## config.mk

```make
export PLATFORM = sky130hd
export DESIGN_NAME = bmbd_out_buf
export DESIGN_NICKNAME = d
export VERILOG_FILES = /design/src/rtl/bmbd_pkg.sv /design/src/rtl/bmbd_out_buf.sv
export SDC_FILE = /design/constraint.sdc
export NUM_CORES = 1
export LEC_CHECK = 0
export BUFFER_PORTS_ARGS = -buffer_cell sky130_fd_sc_hd__buf_2
export CAP_MARGIN = 30
export CORE_AREA = 2 2 39 41
export CTS_BUF_LIST = sky130_fd_sc_hd__clkbuf_4
export DETAILED_ROUTE_END_ITERATION = 8
export DIE_AREA = 0 0 41 43
export PLACE_DENSITY_LB_ADDON = 0.05
export SYNTH_ARGS = -nofsm -noshare
export SYNTH_HDL_FRONTEND = slang
export SYNTH_SLANG_ARGS = --single-unit
```

## constraint.sdc

```tcl
create_clock -name aclk -period 1.05 [get_ports aclk]
set_input_delay 0.2625 -clock aclk [delete_from_list [all_inputs] [get_ports aclk]]
set_output_delay 0.2625 -clock aclk [all_outputs]
set_load 0.05 [all_outputs]
```

## src/rtl/bmbd_pkg.sv

```systemverilog
package bmbd_pkg;

    // Line store geometry.
    localparam int MAX_WIDTH = 4096;
    localparam int COL_W     = $clog2(MAX_WIDTH);

    // Register widths.
    localparam int WIDTH_W  = 13;
    localparam int HEIGHT_W = 16;
    localparam int FACTOR_W = 9;
    localparam int MODE_W   = 2;
    localparam int POS_W    = 8;
    localparam int INDEX_W  = 4;
    localparam int DATA_W   = 16;

    // Width used to compare column positions against the row length.
    localparam int WCMP_W = (COL_W + 1 > WIDTH_W) ? (COL_W + 1) : WIDTH_W;

    // Largest bin, in pixels or rows.
    localparam int MAX_FACTOR = 256;

    // Register indexes.
    localparam logic [INDEX_W-1:0] REG_MASK_WIDTH  = INDEX_W'(0);
    localparam logic [INDEX_W-1:0] REG_MASK_HEIGHT = INDEX_W'(1);
    localparam logic [INDEX_W-1:0] REG_BIN_FACTOR  = INDEX_W'(2);
    localparam logic [INDEX_W-1:0] REG_REDUCE_MODE = INDEX_W'(3);

    // Reduction modes.
    localparam logic [MODE_W-1:0] MODE_H_OR  = MODE_W'(0);
    localparam logic [MODE_W-1:0] MODE_H_AND = MODE_W'(1);
    localparam logic [MODE_W-1:0] MODE_V_OR  = MODE_W'(2);

    // Register reset values.
    localparam logic [WIDTH_W-1:0]  RST_MASK_WIDTH  = WIDTH_W'(4096);
    localparam logic [HEIGHT_W-1:0] RST_MASK_HEIGHT = HEIGHT_W'(1);
    localparam logic [FACTOR_W-1:0] RST_BIN_FACTOR  = FACTOR_W'(1);
    localparam logic [MODE_W-1:0]   RST_REDUCE_MODE = MODE_H_OR;

    typedef struct packed {
        logic [WIDTH_W-1:0]  mask_width;
        logic [HEIGHT_W-1:0] mask_height;
        logic [FACTOR_W-1:0] bin_factor;
        logic [MODE_W-1:0]   reduce_mode;
    } cfg_t;

    typedef struct packed {
        logic reduced_flag;
        logic row_end;
        logic frame_end;
    } result_t;

    // Line store write request.
    typedef struct packed {
        logic             en;
        logic [COL_W-1:0] addr;
        logic             data;
    } store_wr_t;

endpackage

```

## src/rtl/bmbd_out_buf.sv

```systemverilog
module bmbd_out_buf
    import bmbd_pkg::*;
(
    input  logic    aclk,
    input  logic    aresetn,
    input  logic    in_valid,
    input  result_t in_data,
    output logic    in_ready,
    output logic    out_valid,
    output result_t out_data,
    input  logic    out_ready
);

    logic    main_valid_reg;
    result_t main_data_reg;
    logic    skid_valid_reg;
    result_t skid_data_reg;

    // The skid entry catches one item that arrives while the output stalls.
    assign in_ready  = !skid_valid_reg;
    assign out_valid = main_valid_reg;
    assign out_data  = main_data_reg;

    always_ff @(posedge aclk) begin
        if (!aresetn) begin
            main_valid_reg <= 1'b0;
            skid_valid_reg <= 1'b0;
        end else if (!main_valid_reg || out_ready) begin
            if (skid_valid_reg) begin
                main_valid_reg <= 1'b1;
                skid_valid_reg <= 1'b0;
            end else begin
                main_valid_reg <= in_valid;
            end
        end else if (in_valid) begin
            skid_valid_reg <= 1'b1;
        end
    end

    // Payload registers.
    always_ff @(posedge aclk) begin
        if (!main_valid_reg || out_ready) begin
            main_data_reg <= skid_valid_reg ? skid_data_reg : in_data;
        end else if (in_valid && !skid_valid_reg) begin
            skid_data_reg <= in_data;
        end
    end

endmodule
```

# Yosys cells after proc, flatten, opt, wreduce, memory -nomap -nowiden
# Index checks and enable logic that the tools add are counted.
[word_totals]
reg_bits = 8
in_bits = 7
out_inout_bits = 5
[classes]
mux = 2
bitwise_logic = 2
n_reduce_logical = 6
[op_table]
columns = ["operator", "n"]
rows = [
  ["3-bit two-way mux", 1],
  ["1-bit zero test", 2],
  ["1-bit NOT", 2],
  ["2-bit AND reduction", 1],
  ["2-bit OR reduction", 1],
  ["1-bit logical AND", 1],
  ["1-bit logical OR", 1],
  ["1-bit two-way mux", 1],
]

# Longest topological paths before layout
# Gate-level depths: netlist of run 1.
[logic_depth]
depth_word = 4
ltp_mapped = 2

# Worst setup path before layout of run 1
# Ideal clock, no wire load.
[synth_path]
path_type = "reg-to-reg"
start = "reg main_valid_reg (netlist: out_valid)"
end = "reg skid_data_reg[0] (netlist name) (enable)"
setup_ps = 350
arrival_time_ps = 1145
path_slack_ps = -445
path_stages_with_launch = 3
period_less_slack_ps = 1495
cell_sequence = "dfxtp_1 > nand2b_4 > nor3b_1"
[synth_between]
elab_chain_len = 4
[synth_lines]
columns = ["element", "line_no", "rtl"]
rows = [
  ["start, declared", "bmbd_out_buf.sv:14", "logic main_valid_reg;"],
  ["start signal, assigned", "bmbd_out_buf.sv:33", "main_valid_reg <= in_valid;"],
  ["1-bit zero test", "bmbd_out_buf.sv:42", "if (!main_valid_reg || out_ready) begin"],
  ["1-bit logical OR", "bmbd_out_buf.sv:42", ""],
  ["1-bit NOT (no source line)", "-", ""],
  ["2-bit AND reduction (no source line)", "-", ""],
  ["end signal, assigned", "bmbd_out_buf.sv:45", "skid_data_reg <= in_data;"],
  ["end, declared", "bmbd_out_buf.sv:17", "result_t skid_data_reg;"],
]
# Every way passes these cells.
# A chain may end at the register's enable or synchronous reset.

# Worst setup path in the final report of run 1
[layout_path]
start = "reg skid_valid_reg"
end = "out in_ready"
[layout_between]
elab_chain_len = 1
[layout_lines]
columns = ["element", "line_no", "rtl"]
rows = [
  ["start, declared", "bmbd_out_buf.sv:16", "logic skid_valid_reg;"],
  ["start signal, assigned", "bmbd_out_buf.sv:27", "skid_valid_reg <= 1'b0;"],
  ["start signal, assigned", "bmbd_out_buf.sv:31", "skid_valid_reg <= 1'b0;"],
  ["start signal, assigned", "bmbd_out_buf.sv:36", "skid_valid_reg <= 1'b1;"],
  ["1-bit zero test", "bmbd_out_buf.sv:20", "assign in_ready = !skid_valid_reg;"],
  ["end, declared", "bmbd_out_buf.sv:8", "output logic in_ready,"],
]
# Every way passes these cells.

==> results of run 1 <==
layer usage:
layer	part of all wire	global-route usage	up-vias	wire (um)
li1	-	-	99	-
met1	0.41	0.1126	89	224
met2	0.52	0.1094	7	285
met3	0.064	0.04712	0	35
met4	0	0.08000	0	0
met5	0	0	-	0
kinds of logic after synthesis:
family / synth area share
AO/OA/AOI/OAI: 0.02480
buffers and inverters: 0.01238
flip-flops: 0.7273
multiplexers: 0.1116
AND/OR/NAND/NOR: 0.1239
worst register-to-register path: cells and delay by family (launching register included):
family,cells,cell delay (ps)
buffers and inverters,1,140
flip-flops,1,360
AND/OR/NAND/NOR,1,220
metrics by stage:
stage          total power [uW]  instance area [sq um]  std cells  setup WS (ps)
2_1_floorplan             437.4                  317.8         17         -11.31
3_3_place_gp              469.1                  407.9         46         -7.794
3_5_place_dp              469.8                  407.9         46         -24.15
4_1_cts                   773.6                  488.0         51         -23.03
5_1_grt                   812.1                  491.7         51         -50.33
6_report                  760.6                  491.7         51         -8.502
area by class of cell:
| type | count | area [sq um] |
|---|---|---|
| Clock buffer | 4 | 30.03 |
| Tap cell | 16 | 20.02 |
| Fill cell | 142 | 892.1 |
| Sequential cell | 8 | 227.7 |
| Timing Repair Buffer | 14 | 116.4 |
| Inverter | 1 | 3.754 |
| Multi-Input combinational cell | 8 | 93.84 |
worst paths after layout:
check	startpoint	to	slack, ps
worst min-delay path	in_data[0]	skid_data_reg[0]$_DFFE_PP_	200
worst min register to register	skid_data_reg[2]$_DFFE_PP_	out_data[2]$_DFFE_PP_	550
worst max-delay path	skid_valid_reg$_SDFFE_PP0P_	in_ready	-9
worst max register to register	skid_valid_reg$_SDFFE_PP0P_	skid_data_reg[2]$_DFFE_PP_	20
synthesized netlist by cell type:
master,count,share of area
mux2_2,3,0.11
edfxtp_1,6,0.60
dfxtp_1,2,0.13
a21boi_1,1,0.025
nor3b_2,1,0.041
nor2_1,1,0.012
nand2b_4,1,0.045
nor3b_1,1,0.025
inv_1,1,0.012
power breakdown:
group	switching (uW)	total [uW]	internal, uW
Sequential	9.56	364	355
Combinational	65.2	119	53.9
Clock	106	277	171
placed cells by master, fill, tap and decap left out, types with 2 or more instances in the layout:
| master | Yosys | routed |
|---|---|---|
| buf_4 | 0 | 3 |
| buf_2 | 0 | 6 |
| clkbuf_4 | 0 | 4 |
| mux2_2 | 3 | 2 |
| buf_8 | 0 | 2 |
| dfxtp_4 | 0 | 2 |
| edfxtp_1 | 6 | 6 |
| buf_6 | 0 | 3 |
what timing repair did:
| item | CTS | global route |
|---|---|---|
| pin swaps | 1 | 0 |
| gates resized for setup | 15 | 1 |
| hold buffers | 0 | 0 |
| setup endpoints to repair | 8 | 8 |
| buffers inserted | 1 | 0 |
==> impl_results.md, run 1 <==
* Largest delay share family, worst path: flip-flops
* Number of buffers added by the clock tree synthesis step at 3
* Yosys reg bits at 8
* Syn_nets at 24
* Die footprint at 1763 sq um
* Synth warnings at 0
* Number of violations reported at the end of detailed-routing iteration 0 at 2
* Final Util at 0.3553
* Arrival time worst endpoint at 800 ps
* Number of global-route vias before repair at 227
* Initial core utilization at 0.2188
* Power per unit of standard cell area at 1547 nW/um^2
* Class of the worst hold path: in -> reg
* Clock tree from TritonCTS: built
* Overall die width at 41 um
* Largest vdd supply drop at 601.5 uV
* Slowest cell on the critical path: dfxtp_4
* CTS max path bufs at 2
* Number of vias in the routed layout at 195
* Crit path time final at 1059 ps
* Buf+Inv Stages, Crit Path at 2
* Chip Height at 43 um
* Clock slew at reported path FFs at 60 ps
* Antenna violations before repair at 0
* Number of sinks handled by clock tree synthesis at 8
* Share of the cycle needed by the critical path after routing at 1.008
* Total overflow reported by the global router at 0
* Fraction of final layout cells sized beyond drive strength 1 at 0.7714
* Setup repair after global routing missed its margin: true
* Avg WL per Cell at 10.69 um
* Diodes inserted at 0
* Transition at the pin with the smallest max-transition slack at 207.6 ps
* Avg Inst Size Synth at 17.81 sq um
* Final Max Slew Viols at 0
* Clock latency on the worst-skew pair at 250 ps
* Max_slew headroom at 0.8615
* Core footprint at 1384 sq um
* Overall global routing resource usage at 0.09119
* Longest individual stage delay on the worst path at 360 ps
* Detail-routed via count per cell at 3.824
* Count of different cell masters after synthesis at 9
* Total DRC errors in the routed layout at 0
* Detailed-router iteration count before antenna repair at 2
* Antenna Nets Post-Route at 0
* Status: complete, but fails checks
* Sequential fraction of the synthesis area at 0.7273
* Number of instances in the synthesized netlist at 17
* Final worst clock skew at 4.049 ps
* Total setup violations reported at the end of the flow at 4
* Final net count at 43
* CP Data Required Time at 790 ps
* Violations in the final reports: negative setup slack
* Max cap viols at 0
* CTS Root Cell: clkbuf_4
* Static Leakage at 0.0002001 uW
* Cell depth of the worst hold path at 1
* H-tree depth reported by CTS at 1
* Relative area change from synthesis to final layout at 62.40%
* Critical path depth in cells at 2
* Total I/O pin count at 12
* Final Hold Viols at 0
* Maximum fanout along the worst path at 5
* Crit path cell chain: inv_2 -> buf_8
* Row count at 14
* Startpoint type of the worst setup path: flip-flop
* Synthesized area at 302.8 sq um
* Wire length of the first global-routing pass at 986 um
* Worst-case hold slack at 201.1 ps
* FF-to-FF path depth at 2
* Maximum operating frequency at 944.7 MHz
* Count of buffers from port buffering at 11
* Type of the worst setup path: reg -> out
* Total negative slack at -25.24 ps
* CP Capture Type: output pin
* Maximum number of pins on one net before global-route repair at 6
* Final estimated routing congestion in global placement at 0.6534
* Aggregate routed wire length at 545 um
* Final worst-path setup slack at -8.502 ps
No activity file was read; power rests on OpenSTA's default activity.
==> run 2: changes to the inputs <==
--- a/config.mk
+++ b/config.mk
@@ -5,6 +5,7 @@
 export SDC_FILE = /design/constraint.sdc
 export NUM_CORES = 1
 export LEC_CHECK = 0
+export ABC_AREA = 1
 export BUFFER_PORTS_ARGS = -buffer_cell sky130_fd_sc_hd__buf_2
 export CAP_MARGIN = 30
 export CORE_AREA = 2 2 39 41
==> run 2 against run 1 <==
- the run still ends with negative setup slack left
- cell count rose by 20%
- first-iteration DRC count shrank 100%
- flip-flop and latch count unchanged
- area after synthesis down 2.9%
- synthesized cell count is 59% higher
- setup slack improved by 0.89 ps
- sequential share of layout area up 1.9 points
- wire length rose by 9.7%
- clock skew fell by 0.64 ps
- critical path depth down 1
- critical path type unchanged
- largest power group unchanged
- highest routed layer is now met4
==> impl_results.md, run 2 <==
* Count of filler cells inserted in the layout at 151 (was 142)
* Clock latency on the worst-skew pair at 250 ps (about the same)
* Type of the worst setup path: reg -> out (unchanged)
* Setup repair after global routing missed its margin: true (unchanged)
* Crit path time final at 1058 ps (was 1059 ps)
* Total setup violations reported at the end of the flow at 3 (was 4)
* Avg Inst Size Synth at 10.89 sq um (was 17.81 sq um)
* Synth Flop Type: edfxtp_1 (unchanged)
* Number of buffers added by the clock tree synthesis step at 3 (unchanged)
* Total DRC errors in the routed layout at 0 (unchanged)
* Final worst-path setup slack at -7.607 ps (was -8.502 ps)
* Maximum fanout along the worst path at 1 (was 5)
* Sequential fraction of the synthesis area at 0.7489 (was 0.7273)
* Max_slew headroom at 0.8909 (was 0.8615)
* Number of global-route vias before repair at 256 (was 227)
* Max cap viols at 0 (unchanged)
* Total I/O pin count at 12 (unchanged)
* Detailed-router iteration count before antenna repair at 1 (was 2)
* Largest delay share family, worst path: flip-flops (unchanged)
* Count of flip-flops with a built-in enable after synthesis at 6 (unchanged)
* CTS Root Cell: clkbuf_4 (unchanged)
* Synth async-reset ratio at 0 (unchanged)
* Number of vias in the routed layout at 237 (was 195)
* Total internal power at 577.3 uW (was 579.8 uW)
* Switching share of total power at 0.2530 (was 0.2376)
* Chip Height at 43 um (unchanged)
* Status: complete, but fails checks (unchanged)
* Row count at 14 (unchanged)
* Die footprint at 1763 sq um (unchanged)
* Slowest cell on the critical path: edfxtp_1 (was dfxtp_4)
* Largest vdd supply drop at 612.8 uV (was 601.5 uV)
* CP Capture Type: output pin (unchanged)
* Crit path cell chain: buf_6 (was inv_2 -> buf_8)
* Count of buffers from port buffering at 11 (unchanged)
* Detail-routed via count per cell at 3.885 (was 3.824)
* Most frequently used cell type in the post-synthesis netlist: nand2_1 (was edfxtp_1)
* Yosys reg bits at 8 (unchanged)
* Static Leakage at 0.0002146 uW (was 0.0002001 uW)
* H-tree depth reported by CTS at 1 (unchanged)
* Clock tree from TritonCTS: built (unchanged)
* Largest cells by area after synthesis: edfxtp_1, nand2_1, dfxtp_1 (was edfxtp_1, dfxtp_1, mux2_2)
* Worst Setup Slack post-DPL at 51.92 ps (was -24.15 ps)
* Longest individual stage delay on the worst path at 380 ps (was 360 ps)
* List of most frequent post-synthesis cells: nand2_1, edfxtp_1, nor2_1, dfxtp_1 (was edfxtp_1, mux2_2, dfxtp_1)
* Antenna violations before repair at 0 (unchanged)
* Number of instances in the synthesized netlist at 27 (was 17)
* Share of the cycle needed by the critical path after routing at 1.007 (was 1.008)
* Arrival time worst endpoint at 800 ps (about the same)
* Diodes inserted at 0 (unchanged)
* Total overflow reported by the global router at 0 (unchanged)
* Total negative slack at -13.70 ps (was -25.24 ps)
* Total power at 772.8 uW (was 760.6 uW)
* Buf+Inv Stages, Crit Path at 1 (was 2)
* CP Data Required Time at 790 ps (about the same)
* Class of the worst hold path: in -> reg (unchanged)
* Transition at the pin with the smallest max-transition slack at 163.4 ps (was 207.6 ps)
* Number of sinks handled by clock tree synthesis at 8 (unchanged)
* Number of buffers inserted by hold repair at cts at 0 (unchanged)
* Final Hold Viols at 0 (unchanged)
* Biggest area consumer among synthesized cells: edfxtp_1 (unchanged)
* Startpoint type of the worst setup path: flip-flop (unchanged)
* Final Util at 0.3373 (was 0.3553)
* Switching power summed over all nets at 195.5 uW (was 180.7 uW)
* Wire length of the first global-routing pass at 986 um (unchanged)
* Sequential fraction of design power at 0.476 (was 0.479)
* Clock slew at reported path FFs at 60 ps (about the same)
* Final Max Slew Viols at 0 (unchanged)
* Power per unit of standard cell area at 1656 nW/um^2 (was 1547 nW/um^2)
* Maximum number of pins on one net before global-route repair at 6 (unchanged)
* CTS max path bufs at 2 (unchanged)
* Maximum operating frequency at 945.5 MHz (was 944.7 MHz)
* Syn_nets at 34 (was 24)
* Clock network fraction of design power at 0.366 (was 0.364)
* Share of the synthesized area in the top cell type at 0.6128 (was 0.5950)
* Final estimated routing congestion in global placement at 0.7077 (was 0.6534)
* Fraction of final layout cells sized beyond drive strength 1 at 0.4889 (was 0.7714)
* Combinational group share of total power at 0.159 (was 0.157)
* Count of different cell masters after synthesis at 8 (was 9)
* Synth warnings at 0 (unchanged)
* Number of violations reported at the end of detailed-routing iteration 0 at 0 (was 2)
* Detailed Place HPWL at 479.6 um
* Overall global routing resource usage at 0.09008 (was 0.09119)
* Overall die width at 41 um (unchanged)
* Avg WL per Cell at 9.803 um (was 10.69 um)
* Final worst clock skew at 3.411 ps (was 4.049 ps)
* Most common cell after layout, fill and taps aside: nand2_1
* Final net count at 53 (was 43)
* Synthesized area at 294.0 sq um (was 302.8 sq um)
* Violations in the final reports: negative setup slack (unchanged)
* Core footprint at 1384 sq um (unchanged)
* Aggregate routed wire length at 598 um (was 545 um)
* Initial core utilization at 0.2125 (was 0.2188)
* Relative area change from synthesis to final layout at 58.72% (was 62.40%)
* Antenna Nets Post-Route at 0 (unchanged)
* Most frequent cells in the layout: nand2_1, buf_2, edfxtp_1 (was buf_2, edfxtp_1, clkbuf_4)
## run 2: worst paths after layout
kind / start / to / slack, ps / depth (start not counted)
setup / recovery: out_data[2]$_DFFE_PP_ / out_data[2] / -8 / 1
hold reg to reg: skid_data_reg[0]$_DFFE_PP_ / out_data[0]$_DFFE_PP_ / 520 / 2
hold / removal: in_data[1] / skid_data_reg[1]$_DFFE_PP_ / 200 / 1
setup reg to reg: out_valid$_SDFFE_PN0P_ / skid_data_reg[1]$_DFFE_PP_ / 140 / 2
## run 2: layout make-up
cell class              count  area, sq um  area share
flip-flops and latches      8        225.2      0.4826
repair buffers             14        112.6      0.2413
multi-input cells          17        68.82      0.1475
clock buffers               4        30.03     0.06434
well taps                  16        20.02     0.04290
inverters                   2        10.01     0.02145
## run 2: power by group through the flow
stage	logic (uW)	registers, uW	clock network [uW]
after detailed placement	105	371	0
after CTS	123	368	297
after global placement	105	371	0
after floorplan	21.5	419	0
after global routing	132	370	306
final	123	368	283
## run 2: kinds of logic (layout without fill, tap and decap cells)
logic type	Yosys count	after routing	share of synthesized area
and+or+nand+nor	16	16	0.2085
DFF	8	8	0.7489
AOI/OAI and AO/OA	1	1	0.01700
buffers and inverters	2	20	0.02551
## run 2: stage by stage
step / hold slack (ps) / instances / instance area, sq um
after detailed placement: 459.3 / 56 / 392.9
after global placement: 460.6 / 56 / 392.9
after global routing: 199.2 / 61 / 466.7
after CTS: 193.6 / 60 / 459.2
final: 201.2 / 61 / 466.7
after floorplan: 361.4 / 27 / 302.8
## run 2: what timing repair did
item                                   in CTS  in global routing
gates cloned                                0                  0
resized for setup                          12                  0
endpoints found under the hold margin       0                  0
setup buffers                               0                  1
setup endpoints to repair                   5                  4
## run 2: metal layers
metal  vias to the layer above  track usage  share of wire
met2                         8       0.1250           0.50
met4                         0      0.08000          0.010
li1                        124            -              -
met3                         2      0.03141          0.062
met1                       103       0.1023           0.42
met5                         -            0              0
