File: src/rtl/bmbd_pkg.sv
package bmbd_pkg;

    // Line store geometry.
    localparam int MAX_WIDTH = 4096;
    localparam int COL_W     = $clog2(MAX_WIDTH);

    // Register widths.
    localparam int WIDTH_W  = 13;
    localparam int HEIGHT_W = 16;
    localparam int FACTOR_W = 9;
    localparam int MODE_W   = 2;
    localparam int POS_W    = 8;
    localparam int INDEX_W  = 4;
    localparam int DATA_W   = 16;

    // Width used to compare column positions against the row length.
    localparam int WCMP_W = (COL_W + 1 > WIDTH_W) ? (COL_W + 1) : WIDTH_W;

    // Largest bin, in pixels or rows.
    localparam int MAX_FACTOR = 256;

    // Register indexes.
    localparam logic [INDEX_W-1:0] REG_MASK_WIDTH  = INDEX_W'(0);
    localparam logic [INDEX_W-1:0] REG_MASK_HEIGHT = INDEX_W'(1);
    localparam logic [INDEX_W-1:0] REG_BIN_FACTOR  = INDEX_W'(2);
    localparam logic [INDEX_W-1:0] REG_REDUCE_MODE = INDEX_W'(3);

    // Reduction modes.
    localparam logic [MODE_W-1:0] MODE_H_OR  = MODE_W'(0);
    localparam logic [MODE_W-1:0] MODE_H_AND = MODE_W'(1);
    localparam logic [MODE_W-1:0] MODE_V_OR  = MODE_W'(2);

    // Register reset values.
    localparam logic [WIDTH_W-1:0]  RST_MASK_WIDTH  = WIDTH_W'(4096);
    localparam logic [HEIGHT_W-1:0] RST_MASK_HEIGHT = HEIGHT_W'(1);
    localparam logic [FACTOR_W-1:0] RST_BIN_FACTOR  = FACTOR_W'(1);
    localparam logic [MODE_W-1:0]   RST_REDUCE_MODE = MODE_H_OR;

    typedef struct packed {
        logic [WIDTH_W-1:0]  mask_width;
        logic [HEIGHT_W-1:0] mask_height;
        logic [FACTOR_W-1:0] bin_factor;
        logic [MODE_W-1:0]   reduce_mode;
    } cfg_t;

    typedef struct packed {
        logic reduced_flag;
        logic row_end;
        logic frame_end;
    } result_t;

    // Line store write request.
    typedef struct packed {
        logic             en;
        logic [COL_W-1:0] addr;
        logic             data;
    } store_wr_t;

endpackage

File: src/rtl/bmbd_core.sv
module bmbd_core
    import bmbd_pkg::*;
(
    input  logic             aclk,
    input  logic             aresetn,
    input  cfg_t             cfg,
    input  logic             accept,
    input  logic             pixel_flag,
    input  logic             partial,
    output logic [COL_W-1:0] rd_addr,
    output store_wr_t        wr,
    output logic             res_valid,
    output result_t          res
);

    logic [COL_W-1:0]    col_reg, col_next;
    logic [HEIGHT_W-1:0] row_reg, row_next;
    logic [POS_W-1:0]    hpos_reg, hpos_next;
    logic [POS_W-1:0]    vpos_reg, vpos_next;
    logic                run_reg, run_next;

    logic [WCMP_W-1:0]   w_eff;
    logic [HEIGHT_W-1:0] h_eff;
    logic [FACTOR_W-1:0] f_eff;
    logic                last_col, last_row;
    logic                vertical, is_and;
    logic                h_close, v_close;
    logic [FACTOR_W-1:0] hpos_inc, vpos_inc;
    logic                h_acc, v_acc;

    // Effective geometry: zero acts as one, oversize values are clamped.
    always_comb begin
        w_eff = WCMP_W'(cfg.mask_width);
        if (cfg.mask_width == '0) begin
            w_eff = WCMP_W'(1);
        end else if (WCMP_W'(cfg.mask_width) > WCMP_W'(MAX_WIDTH)) begin
            w_eff = WCMP_W'(MAX_WIDTH);
        end
        h_eff = (cfg.mask_height == '0) ? HEIGHT_W'(1) : cfg.mask_height;
        f_eff = cfg.bin_factor;
        if (cfg.bin_factor == '0) begin
            f_eff = FACTOR_W'(1);
        end else if (cfg.bin_factor > FACTOR_W'(MAX_FACTOR)) begin
            f_eff = FACTOR_W'(MAX_FACTOR);
        end
    end

    // Edge detection uses "at or beyond" so stale counters close at once.
    always_comb begin
        last_col = (WCMP_W'(col_reg) + WCMP_W'(1)) >= w_eff;
        last_row = ({1'b0, row_reg} + 17'd1) >= {1'b0, h_eff};
        vertical = (cfg.reduce_mode == MODE_V_OR);
        is_and   = (cfg.reduce_mode == MODE_H_AND);
        hpos_inc = FACTOR_W'(hpos_reg) + FACTOR_W'(1);
        vpos_inc = FACTOR_W'(vpos_reg) + FACTOR_W'(1);
        h_close  = (hpos_inc >= f_eff) || last_col;
        v_close  = (vpos_inc >= f_eff) || last_row;
    end

    // Running reductions for both directions.
    always_comb begin
        if (hpos_reg == '0) begin
            h_acc = pixel_flag;
        end else if (is_and) begin
            h_acc = run_reg & pixel_flag;
        end else begin
            h_acc = run_reg | pixel_flag;
        end
        v_acc = pixel_flag | ((vpos_reg != '0) & partial);
    end

    // Next state of the counters and the result of this item.
    always_comb begin
        col_next  = last_col ? '0 : col_reg + COL_W'(1);
        row_next  = row_reg;
        hpos_next = hpos_reg;
        vpos_next = vpos_reg;
        run_next  = run_reg;
        wr.en     = 1'b0;
        wr.addr   = col_reg;
        wr.data   = v_acc;
        res_valid = 1'b0;
        res.row_end      = last_col;
        res.frame_end    = last_col && last_row;
        res.reduced_flag = vertical ? v_acc : h_acc;

        if (vertical) begin
            hpos_next = '0;
            if (last_col) begin
                vpos_next = v_close ? '0 : vpos_reg + POS_W'(1);
            end
            if (accept) begin
                res_valid = v_close;
                wr.en     = !v_close;
            end
        end else begin
            vpos_next = '0;
            if (h_close) begin
                hpos_next = '0;
                run_next  = 1'b0;
            end else begin
                hpos_next = hpos_reg + POS_W'(1);
                run_next  = h_acc;
            end
            res_valid = accept && h_close;
        end

        if (last_col) begin
            if (last_row) begin
                row_next  = '0;
                vpos_next = '0;
            end else begin
                row_next = row_reg + HEIGHT_W'(1);
            end
        end
    end

    // The store is read ahead at the column of the next item.
    assign rd_addr = accept ? col_next : col_reg;

    // State registers.
    always_ff @(posedge aclk) begin
        if (!aresetn) begin
            col_reg  <= '0;
            row_reg  <= '0;
            hpos_reg <= '0;
            vpos_reg <= '0;
            run_reg  <= 1'b0;
        end else if (accept) begin
            col_reg  <= col_next;
            row_reg  <= row_next;
            hpos_reg <= hpos_next;
            vpos_reg <= vpos_next;
            run_reg  <= run_next;
        end
    end

endmodule

File: config.mk
export PLATFORM = sky130hd
export DESIGN_NAME = bmbd_core
export DESIGN_NICKNAME = d
export VERILOG_FILES = /design/src/rtl/bmbd_pkg.sv /design/src/rtl/bmbd_core.sv
export SDC_FILE = /design/constraint.sdc
export NUM_CORES = 1
export LEC_CHECK = 0
export ABC_AREA = 1
export BUFFER_PORTS_ARGS = -buffer_cell sky130_fd_sc_hd__buf_2
export CAP_MARGIN = 10
export CELL_PAD_IN_SITES_DETAIL_PLACEMENT = 1
export CELL_PAD_IN_SITES_GLOBAL_PLACEMENT = 1
export CORE_MARGIN = 2
export CORE_UTILIZATION = 43
export CTS_CLUSTER_DIAMETER = 120
export DETAILED_ROUTE_END_ITERATION = 12
export GPL_ROUTABILITY_DRIVEN = 0
export GPL_TIMING_DRIVEN = 0
export PLACE_DENSITY = 0.85
export SLEW_MARGIN = 20
export SYNTH_ARGS = -nofsm -noshare
export SYNTH_HDL_FRONTEND = slang
export SYNTH_SLANG_ARGS = --single-unit
File: constraint.sdc
create_clock -name aclk -period 6.7 [get_ports aclk]
set_clock_uncertainty 0.05 [all_clocks]
set_input_delay 0.67 -clock aclk [delete_from_list [all_inputs] [get_ports aclk]]
set_output_delay 0.67 -clock aclk [all_outputs]
set_load 0.05 [all_outputs]
# Yosys cells after proc, flatten, opt, wreduce, memory -nomap -nowiden
# Index checks and enable logic that the tools add are counted.
[word_totals]
regBits = 45
inputBits = 45
output_inout_bits = 30
word_cells = 61
[classes]
add_sub_neg = 8
n_lt_le_gt_ge = 6
eq_ne = 2
mux = 23
bitwise_logic = 5
reduce_logical = 12
[ops]
columns = ["op", "count"]
rows = [
  ["$mux W8", 7],
  ["$mux W16", 2],
  ["$mux W13", 2],
  ["$mux W12", 2],
  ["$add A8 B1 Y9 const B", 2],
  ["$ge A9 B9 Y1", 2],
  ["$mux W9", 2],
  ["$add A16 B1 Y17 const B", 1],
  ["$ge A17 B16 Y1", 1],
  ["$add A16 B1 Y16 const B", 1],
  ["$add A8 B1 Y8 const B", 2],
  ["$logic_not A16 Y1", 1],
  ["$add A12 B1 Y13 const B", 1],
  ["$ge A13 B13 Y1", 1],
  ["$gt A13 B13 Y1 const B", 1],
  ["$logic_not A13 Y1", 1],
  ["$add A12 B1 Y12 const B", 1],
  ["$gt A9 B9 Y1 const B", 1],
  ["$logic_not A9 Y1", 1],
  ["$logic_not A8 Y1", 1],
  ["$mux W1", 8],
  ["$reduce_bool A8 Y1", 1],
  ["$reduce_and A2 Y1", 2],
  ["$and A1 B1 Y1", 2],
  ["other kinds (7)", 10],
]

# Longest topological paths before layout
# Gate-level depths: netlist of the first run.
[logic_depth]
word_depth = 10
ltp_mapped = 23
ltp_nobuf = 22

# Worst setup path before layout of the first run
# OpenSTA, ideal clock, no wires.
[synth_timing]
kind = "register -> output"
startpoint = "register row_reg[0]"
endpoint = "output port wr[13] (netlist bit)"
arrival_ns = 3.603
t_required_ns = 5.980
path_slack_ns = 2.377
path_stages_with_launch = 19
n_path_buf = 0
path_cell_list = "dfxtp_1 > ha_1 > nand2_1 > inv_2 > nand2_2 > nor2_8 > inv_1 > nor3_1 > xor2_1 > ha_1 > nand2_1 > nor2_1 > nand2_1 > nor2_1 > nor2_1 > nand3_1 > nor2_1 > nand2_2 > nor4_1"
[synth_lines]
columns = ["element", "line_no", "source"]
rows = [
  ["start, declared", "bmbd_core.sv:17", "logic [HEIGHT_W-1:0] row_reg, row_next;"],
  ["start signal, assigned", "bmbd_core.sv:131", "row_reg <= row_next;"],
  ["end, declared", "bmbd_core.sv:11", "output store_wr_t wr,"],
]

# Final worst setup path of the first run
[layout_timing]
startpoint = "register col_reg[0]"
endpoint = "output port rd_addr[5]"
[layout_via]
elab_chain_len = 4
word_cells_on_any_way = 5
cone_classes = "add/sub (2); order compare (1); mux (2)"
[layout_lines]
columns = ["element", "line_no", "source"]
rows = [
  ["start, declared", "bmbd_core.sv:16", "logic [COL_W-1:0] col_reg, col_next;"],
  ["start signal, assigned", "bmbd_core.sv:130", "col_reg <= col_next;"],
  ["$add A12 B1 Y13", "bmbd_core.sv:50", "last_col = (WCMP_W'(col_reg) + WCMP_W'(1)) >= w_eff;"],
  ["$ge A13 B13 Y1", "bmbd_core.sv:50", ""],
  ["$mux W12 *", "bmbd_core.sv:74", "col_next = last_col ? '0 : col_reg + COL_W'(1);"],
  ["$mux W12 *", "--", ""],
  ["end, declared", "bmbd_core.sv:10", "output logic [COL_W-1:0] rd_addr,"],
]
# Every way passes the cells marked *; elsewhere a longest branch is shown, timed or not.

==> impl_results.md, run 1 <==
- Worst path cell trace: ha_1 -> nand4_1 -> nor2_1 -> nand2_1 -> nor2_1 -> nand2_1 -> xor2_1 -> ha_1 -> nand2_1 -> inv_1 -> nor2_1 -> o21ai_0 -> a21oi_1 -> nand3_1 -> buf_4 -> inv_1 -> buf_2 -> nand3_1 -> nand2_1 -> buf_2
- Clock share of power: 0.293
- Placed instance count: 875
- Post-Synthesis Cell Area: around 0.0043 mm^2
- Vias in the first global route: 4,877
- Top FF cell, synth: dfxtp_1
- Max cap viols: 0
- Max IR drop VDD: 75.7 uV
- Antenna Nets Post-Route: 0
- DR WL/cell: 14.9 um
- Arrival time worst endpoint: ~4000 ps
- Max reg flops: 16
- Status: finished clean
- CTS H-tree depth: 2
- Hold Vio Cnt, Final: 0
- Clock root buffer: clkbuf_8
- Initial Util: 0.441
- F_max: 0.208 GHz
- Gate family responsible for the most delay along the worst path: simple AND/OR/NAND/NOR gates
- Internal: 0.383 mW
- Type of the worst min-delay path: reg -> reg
- Final Cycle Share: 0.716
- Synth warn: 0
- Critical path type: reg -> out
- Syn_nets: 767
- Worst r2r dst: row_reg[8]
- CTS tree: built
- Post_cts resized: 0
- Cell count after synthesis: 669
- First drt pass iteration count: 4
- Clock Latency Late Sink: 320 ps
- Port bufs: 73
- Unrepaired setup endpoints after global routing: false
- Post-CTS setup buffers: 0
- # setup viols final: 0
- Crit. End Element: output port
- Most common cell after layout, fill and taps aside: nand2_1
- Share of cells above drive strength 1: 0.160
- Top cell by count, worst path: nand2_1
- Slew Limit Fails: 0
- Row Count: 36
- Nets: about 850
- Worst r2r src: col_reg[0]
- Iter 0 DRT Violations: 88
- Worst path slowest cell: dfxtp_1
- Largest net degree at the start of global routing: 13
- Yosys reg bits: 45
- Clk slew on worst S/H paths: 100 ps
- CP startpoint kind: flop
- R2R depth: 19
- Max clock buf depth: 2
- Total GRT Usage: 0.247
- Ports: 75
- Drt via density: 5.28
- First-pass GRT wire length: ~22,000 um
- Initial antenna violation count: 0
- Commonest cells after routing, fill and taps aside: nand2_1 (158), inv_1 (93), buf_2 (77), a21oi_1 (59), nor2_1 (57)
- Drc violations: 0
- Layout Area Growth over Synthesis: 14.0%
- Crit path buf inv count: 5
- Sequential power share: 0.473
- Total CTS buffers: 5
- R2R Setup Slk: 2900 ps
- Logic pwr share: 0.234
- Dpl hpwl: 10,800 um
- CTS sink cnt: 45
- Finished Layout Cells: slightly below 900
- Crit path max fanout: 10
- Full die area: between 0.01 and 0.015 mm^2
- Worst Hold Endpoint: run_reg
- Die Span Y: 104 um
- Chip width: 104 um
- Grt ovf: 0
- CP Data Required Time: 5980 ps
- Hold buffers post-CTS: 0
- Switching pwr: 0.196 mW
- Worst slew margin: 0.544
- Minimum clock period after layout: 4800 ps
- PwrDens: approximately 120 mW/mm^2
- Hold-critical path depth: 2
- Overall routed net length: 13,200 um
- Sw Ratio: 0.339
- Synth unique cells: 41
- Setup_tns: 0 ps
- Worst-margin pin slew: between 600 and 700 ps
- Asr flop ratio synth: 0
- EDFF count, synth: 0
- Hold path start: run_reg
- Crit-path max cell delay: 440 ps
- CORE AREA: between 0.009 and 0.01 mm^2
- Mapped Avg Cell Area: 6.45 um^2
- Leakage power total: 2.57 nW
- N_diodes: 0
- Post-synthesis sequential area ratio: 0.209
- Vias: 4,654
## how the worst max path moves through the flow
| stage | startpoint | to | depth (start not counted) |
|---|---|---|---|
| floorplan | row_reg[0] | wr[13] | 18 |
| global placement | cfg[35] | rd_addr[7] | 20 |
| detailed placement | cfg[35] | rd_addr[5] | 20 |
| CTS | col_reg[0] | rd_addr[5] | 20 |
| global route | col_reg[0] | rd_addr[7] | 20 |
| finish | col_reg[0] | rd_addr[5] | 20 |
## kinds of logic after synthesis
group / synth area share
xor+xnor: 0.0589
flops: 0.209
buf+inv: 0.111
compound gates: 0.115
simple gates: 0.352
fa+ha+maj: 0.154
## routing by layer
layer / global-route usage / share of wire / vias to the layer above
li1: - / - / 2342
met1: 0.296 / 0.45 / 2213
met2: 0.465 / 0.50 / 77
met3: 0.0269 / 0.025 / 22
met4: 0.0695 / 0.019 / 0
met5: 0 / 0 / -
## worst reg2reg max path, delay by kind of cell (launching register included)
| family | cells | cell delay [ps] |
|---|---|---|
| AOI/OAI and AO/OA | 3 | 350 |
| xor gates and xnor gates | 1 | 220 |
| adders and majority gates | 2 | 550 |
| DFF | 1 | 440 |
| buffers and inverters | 3 | 630 |
| and+or+nand+nor | 10 | 1420 |
## Yosys cell counts, drive strengths merged (2+ instances only)
cell type | n | area, um^2
clkbuf | 9 | 33.8
inv | 99 | 372
nand3 | 53 | 270
nand2 | 165 | 652
dfxtp | 45 | 901
xnor2 | 2 | 17.5
a31oi | 4 | 25.0
nor4 | 11 | 68.8
a21oi | 64 | 339
ha | 53 | 663
nand3b | 4 | 30.0
o21ai | 16 | 83.8
nor3 | 19 | 116
nor2 | 64 | 277
buf | 10 | 65.1
clkinv | 2 | 7.51
xor2 | 27 | 236
nand4 | 15 | 100
## per-stage QoR
step / area, um^2 / setup slack (ps) / hold WS [ps] / util / total power [mW]
2_1_floorplan: 4310 / 2380 / 395 / - / 0.368
3_3_place_gp: 4850 / 2300 / 406 / 0.496 / 0.409
3_5_place_dp: 4850 / 2140 / 430 / 0.496 / 0.416
4_1_cts: 4920 / 1970 / 442 / 0.503 / 0.582
5_1_grt: 4920 / 1610 / 470 / 0.503 / 0.607
6_report: 4920 / 1900 / 438 / 0.503 / 0.580
## area by class of cell
class	instances	area [um^2]
Buffer	19	98.8
Clock buffer	5	68.8
Fill cell	1407	4850
Multi-Input combinational cell	504	2940
Inverter	101	379
Tap cell	133	166
Clock inverter	1	5.00
Sequential cell	45	901
Timing Repair Buffer	73	365
## power groups by stage
| stage | logic (mW) | clock network (mW) | registers [mW] |
|---|---|---|---|
| CTS | 0.136 | 0.171 | 0.274 |
| detailed placement | 0.135 | 0 | 0.281 |
| global placement | 0.128 | 0 | 0.280 |
| finish | 0.136 | 0.170 | 0.274 |
| floorplan | 0.0848 | 0 | 0.283 |
| global route | 0.151 | 0.181 | 0.275 |
Note: power is estimated with default switching activity, not from simulation.
==> inputs of run 2 (changes only) <==
CORE_UTILIZATION = 36   (was 43)
PLACE_DENSITY = 0.75   (was 0.85)
clock period = 4 ns   (was 6.7 ns; I/O delays follow)
==> run 2 against run 1 <==
Sequential share of layout area fell by 0.85 points; die area rose by 19%; routed wire length rose by 6.9%; clock-buffer cell count rose by 3; first-iteration DRC count rose by 34%; sequential power rose by 68%; flip-flop and latch count did not move; highest routed layer unchanged.
==> impl_results.md, run 2 (same netlist as run 1, synthesis figures left out) <==
- Max clock buf depth: 2
- Commonest cells after routing, fill and taps aside: nand2_1 (156), inv_1 (92), buf_2 (65), a21oi_1 (59), nor2_1 (54)
- CP Data Required Time: 3550 ps
- Worst path slowest cell: dfxtp_1
- Clk slew on worst S/H paths: 60 ps
- Total GRT Usage: 0.222
- Placed instance count: 885
- Status: finished clean
- CTS H-tree depth: 2
- Final Cycle Share: 0.942
- Leakage power total: 2.66 nW
- CP startpoint kind: flop
- Final Instance Area: 0.00521 mm^2
- Slew Limit Fails: 0
- Logic pwr share: 0.214
- Sequential power share: 0.412
- PwrDens: about 210 mW/mm^2
- R2R depth: 20
- CORE AREA: 0.0116 mm^2
- Max layer used: met4
- CTS sink cnt: 45
- Worst slew margin: 0.493
- Worst r2r dst: row_reg[12]
- Setup WS post-layout: between 200 and 250 ps
- First drt pass iteration count: 4
- Vias: around 4,700
- Internal: 0.767 mW
- Ports: 75
- Crit. End Element: output port
- Max reg flops: 16
- Critical path type: reg -> out
- Die Span Y: 113 um
- Clock root buffer: clkbuf_16
- DR WL/cell: 15.6 um
- Iter 0 DRT Violations: 118
- First-pass GRT wire length: around 23,000 um
- # setup viols final: 0
- N_diodes: 0
- Fin util: 0.451
- Initial antenna violation count: 0
- F_max: 0.266 GHz
- Clock Latency Late Sink: 290 ps
- Largest net degree at the start of global routing: 13
- Initial Util: 0.373
- Arrival time worst endpoint: 3320 ps
- Tot Pwr: 1.12 mW
- Drc violations: 0
- Crit path max fanout: 4
- Share of cells above drive strength 1: 0.196
- Minimum clock period after layout: 3770 ps
- Row Count: 39
- M1 WL: 6230 um
- CTS tree: built
- Total CTS buffers: 5
- Vias in the first global route: 4,932
- Most common cell after layout, fill and taps aside: nand2_1
- Hold Vio Cnt, Final: 0
- Sw Ratio: 0.313
- Worst r2r src: col_reg[0]
- Worst setup path endpoint: res_valid
- Type of the worst min-delay path: in -> reg
- Antenna Nets Post-Route: 0
- Crit-path max cell delay: approximately 380 ps
- Worst setup path start: row_reg[3]
- Met2 wire length: approximately 7300 um
- WHS: 358 ps
- DP Worst Slack: -3.33 ps
- Worst-margin pin slew: 758 ps
- Clock share of power: 0.374
- Full die area: 0.0129 mm^2
- Switching pwr: 0.350 mW
- Chip width: 113 um
- Overall routed net length: 14,100 um
- Max IR drop VDD: approximately 150 uV
- Setup_tns: 0 ps
- Layout filler cell count: 1,561
- Max cap viols: 0
- Grt ovf: 0
- R2R Setup Slk: 480 ps
- Layout Area Growth over Synthesis: 20.8%
- Nets: 853
- Hold buffers post-CTS: 0
- Drt via density: 5.26
- Worst path cell trace: inv_1 -> nor3_2 -> nand4_2 -> nor2_1 -> xor2_1 -> ha_1 -> nand2_1 -> o21ai_0 -> nand2_1 -> nor2_1 -> nor2_2 -> nand2_2 -> nor3_1 -> o22ai_1 -> buf_4
- Area post-placement: 0.00486 mm^2
- Port bufs: 73
- Finished Layout Cells: 899
- Dpl hpwl: 11,400 um
- Routed wl met3: 395 um
run 2: changes by cell type in the layout (fill, tap and decap cells not counted), moves of 5 or more:
| cell | previous run | this run |
|---|---|---|
| dfxtp_1 | 45 | 40 |
| clkbuf_8 | 5 | 0 |
| clkbuf_16 | 0 | 5 |
| buf_4 | 4 | 16 |
| buf_2 | 77 | 65 |
run 2: worst min-delay path by stage:
stage	startpoint	endpoint	slack (ps)	cells past startpoint
final	aresetn	row_reg[11]	360	3
after global routing	aresetn	row_reg[13]	360	3
after CTS	aresetn	row_reg[11]	360	3
after detailed placement	hpos_reg[7]	hpos_reg[7]	420	2
after global placement	hpos_reg[7]	hpos_reg[7]	410	2
after floorplan	hpos_reg[7]	hpos_reg[7]	400	2
run 2: area by class of cell:
cell class                      count  area, um^2  share of cell area
Multi-Input combinational cell    504        3040               0.583
Buffer                             19         113              0.0216
Inverter                          101         379              0.0728
Tap cell                          143         179              0.0343
Clock buffer                        8         136              0.0262
Timing Repair Buffer               79         457              0.0877
Sequential cell                    45         910               0.175
run 2: worst max-delay path, delay by kind of cell (launching register included):
| family | cells | cell delay (ps) |
|---|---|---|
| buffers and inverters | 2 | 330 |
| adders and majority gates | 1 | 180 |
| DFF | 1 | 380 |
| and+or+nand+nor | 9 | 1340 |
| xor gates and xnor gates | 1 | 260 |
| AOI/OAI and AO/OA | 2 | 550 |
run 2: metal layers:
layer | up-vias | global-route usage
met5 | - | 0
met4 | 0 | 0.0553
met3 | 7 | 0.0266
met2 | 66 | 0.423
met1 | 2292 | 0.263
li1 | 2362 | -
run 2: power groups by stage:
| stage | combinational (mW) | clock, mW | sequential, mW |
|---|---|---|---|
| global placement | 0.219 | 0 | 0.469 |
| CTS | 0.236 | 0.431 | 0.460 |
| floorplan | 0.142 | 0 | 0.474 |
| global route | 0.266 | 0.447 | 0.461 |
| detailed placement | 0.230 | 0 | 0.470 |
| finish | 0.239 | 0.418 | 0.461 |
run 2: repair_timing:
item                       4_1_cts  5_1_grt
buffers inserted                 2        4
pin swaps                        3        9
setup endpoints to repair       12       16
gates resized for setup         25       21
==> inputs of run 3 (changes only) <==
CORE_UTILIZATION = 40   (was 36)
PLACE_DENSITY = 0.79   (was 0.75)
clock period = 3.6 ns   (was 4 ns; I/O delays follow)
==> run 3 against run 2 <==
The flow now finishes with violations (setup timing); sequential power rose by 10%; final cell count is 4.3% higher; non-clock buffer count up 46; first-iteration DRC count is 93% higher; global-route usage grew 4.5 points; critical path depth up 2; power increased by 6.7%; clock power shrank 16%; routed wire length grew 39%; critical path type unchanged; critical endpoint is now rd_addr[10]; largest cell class unchanged; largest power group unchanged.
==> impl_results.md, run 3 (same netlist as run 1, synthesis figures left out) <==
- Worst path cell trace: inv_1 -> nor2_2 -> nand2_2 -> nor3_4 -> nand3_2 -> xor2_2 -> ha_4 -> nand2_2 -> nor3_2 -> nand2_1 -> nand3_2 -> buf_8 -> clkinv_8 -> buf_12 -> a31oi_4 -> inv_2 -> buf_8
- Vias in the first global route: 5,246
- Clk slew on worst S/H paths: 100 ps
- R2R Setup Slk: -60 ps
- Clock share of power: 0.295
- Hold buffers post-CTS: 0
- Layout filler cell count: 1,355
- Vias: 5,314
- DR WL/cell: 20.8 um
- CTS tree: built
- Arrival time worst endpoint: about 3400 ps
- Clock Latency Late Sink: about 330 ps
- Worst r2r src: col_reg[0]
- Full die area: between 0.01 and 0.015 mm^2
- Final Cycle Share: 1.07
- Failing checks: setup timing
- Slew Limit Fails: 0
- Hold Vio Cnt, Final: 0
- Status: finished, violations left
- Logic pwr share: 0.280
- Iter 0 DRT Violations: 228
- PwrDens: 193 mW/mm^2
- Die Span Y: 108 um
- # setup viols final: 17
- Max reg flops: 16
- Commonest cells after routing, fill and taps aside: nand2_1 (140), inv_1 (87), buf_2 (59), buf_4 (55), a21oi_1 (54)
- Max cap viols: 0
- Grt ovf: 0
- Chip width: 108 um
- Share of cells above drive strength 1: 0.337
- Crit. End Element: output port
- Finished Layout Cells: 938
- Placed instance count: 878
- Overall routed net length: 19,500 um
- Ports: 75
- Max IR drop VDD: 119 uV
- CORE AREA: 0.0104 mm^2
- Sequential power share: 0.425
- Internal: 0.756 mW
- Port bufs: 73
- N_diodes: 0
- Dpl hpwl: between 10,000 and 15,000 um
- WHS: 306 ps
- Worst path slowest cell: dfxtp_4
- Unrepaired setup endpoints after global routing: true
- Worst slew margin: 0.164
- Total GRT Usage: 0.267
- CP Data Required Time: 3190 ps
- Nets: 899
- Worst-margin pin slew: 1250 ps
- Critical path type: reg -> out
- F_max: 0.259 GHz
- Crit-path max cell delay: 390 ps
- Worst setup path start: col_reg[0]
- Antenna Nets Post-Route: 0
- Type of the worst min-delay path: in -> reg
- Row Count: 37
- First-pass GRT wire length: approximately 25,000 um
- Total CTS buffers: 5
- Max clock buf depth: 2
- CTS H-tree depth: 2
- Switching pwr: 0.437 mW
- Drt via density: 5.67
- Most common cell after layout, fill and taps aside: nand2_1
- Initial Util: 0.414
- Fin util: 0.594
- Gate family responsible for the most delay along the worst path: simple AND/OR/NAND/NOR gates
- Minimum clock period after layout: ~3900 ps
- First drt pass iteration count: 5
- Sw Ratio: 0.367
- Drc violations: 0
- Crit path max fanout: 5
- Largest net degree at the start of global routing: 13
- Initial antenna violation count: 0
- Tot Pwr: 1.19 mW
- Crit path buf inv count: 6
- Setup WS post-layout: -255 ps
- CP startpoint kind: flop
- Leakage power total: 3.07 nW
- CTS sink cnt: 45
- Clock root buffer: clkbuf_8
- Layout Area Growth over Synthesis: 43.4%
- Hold path start: aresetn
## run 3: cell count changes in the layout (fill, tap and decap cells not counted), moves of 9 or more
cell,change
buf_4,+39
nand2_1,-16
buf_8,+9
nand2_2,+9
nand3_1,-9
nand3_4,+9
## run 3: timing repair
action,in CTS,in global routing
gates resized for setup,99,102
setup buffers,24,28
cloned,1,0
pin swaps,21,53
setup endpoints to repair,16,31
## run 3: power by group through the flow
| stage | Combinational (mW) | Sequential [mW] | Clock, mW |
|---|---|---|---|
| after floorplan | 0.159 | 0.527 | 0 |
| after global placement | 0.243 | 0.522 | 0 |
| after detailed placement | 0.254 | 0.523 | 0 |
| after CTS | 0.286 | 0.511 | 0.343 |
| after global routing | 0.360 | 0.508 | 0.372 |
| final | 0.334 | 0.507 | 0.352 |
## run 3: metal layers
layer | vias to the layer above | part of all wire | wire length, um | GRT usage
met5 | - | 0 | 0 | 0
met4 | 0 | 0.042 | 813 | 0.0907
met3 | 66 | 0.048 | 937 | 0.0333
met2 | 225 | 0.53 | 10200 | 0.488
met1 | 2569 | 0.38 | 7500 | 0.318
li1 | 2454 | - | - | -
## run 3: worst paths after layout
path            endpoint  cells past startpoint
min          hpos_reg[0]                      3
min reg2reg  hpos_reg[7]                      2
max reg2reg   row_reg[9]                     17
max          rd_addr[10]                     17
## run 3: cell type report
cell class | instances | area, um^2 | area share
well taps | 136 | 170 | 0.0275
clock buffers | 8 | 80.1 | 0.0129
flip-flops and latches | 45 | 940 | 0.152
multi-input cells | 504 | 3570 | 0.577
repair buffers | 125 | 911 | 0.147
inverters | 101 | 394 | 0.0637
plain buffers | 19 | 124 | 0.0200
## run 3: worst min-delay path, cell delays in order
cell and delay [ps]:
buf_2 140, o21ai_0 90, a21oi_1 50
## run 3: per-stage QoR
step | TNS [ps] | area [um^2] | setup WS (ps)
final | -2190 | 6190 | -255
after detailed placement | -3320 | 4860 | -322
after global routing | -5350 | 6190 | -339
after floorplan | 0 | 4330 | 5.16
after global placement | -1150 | 4860 | -131
after CTS | -222 | 5500 | -35.3
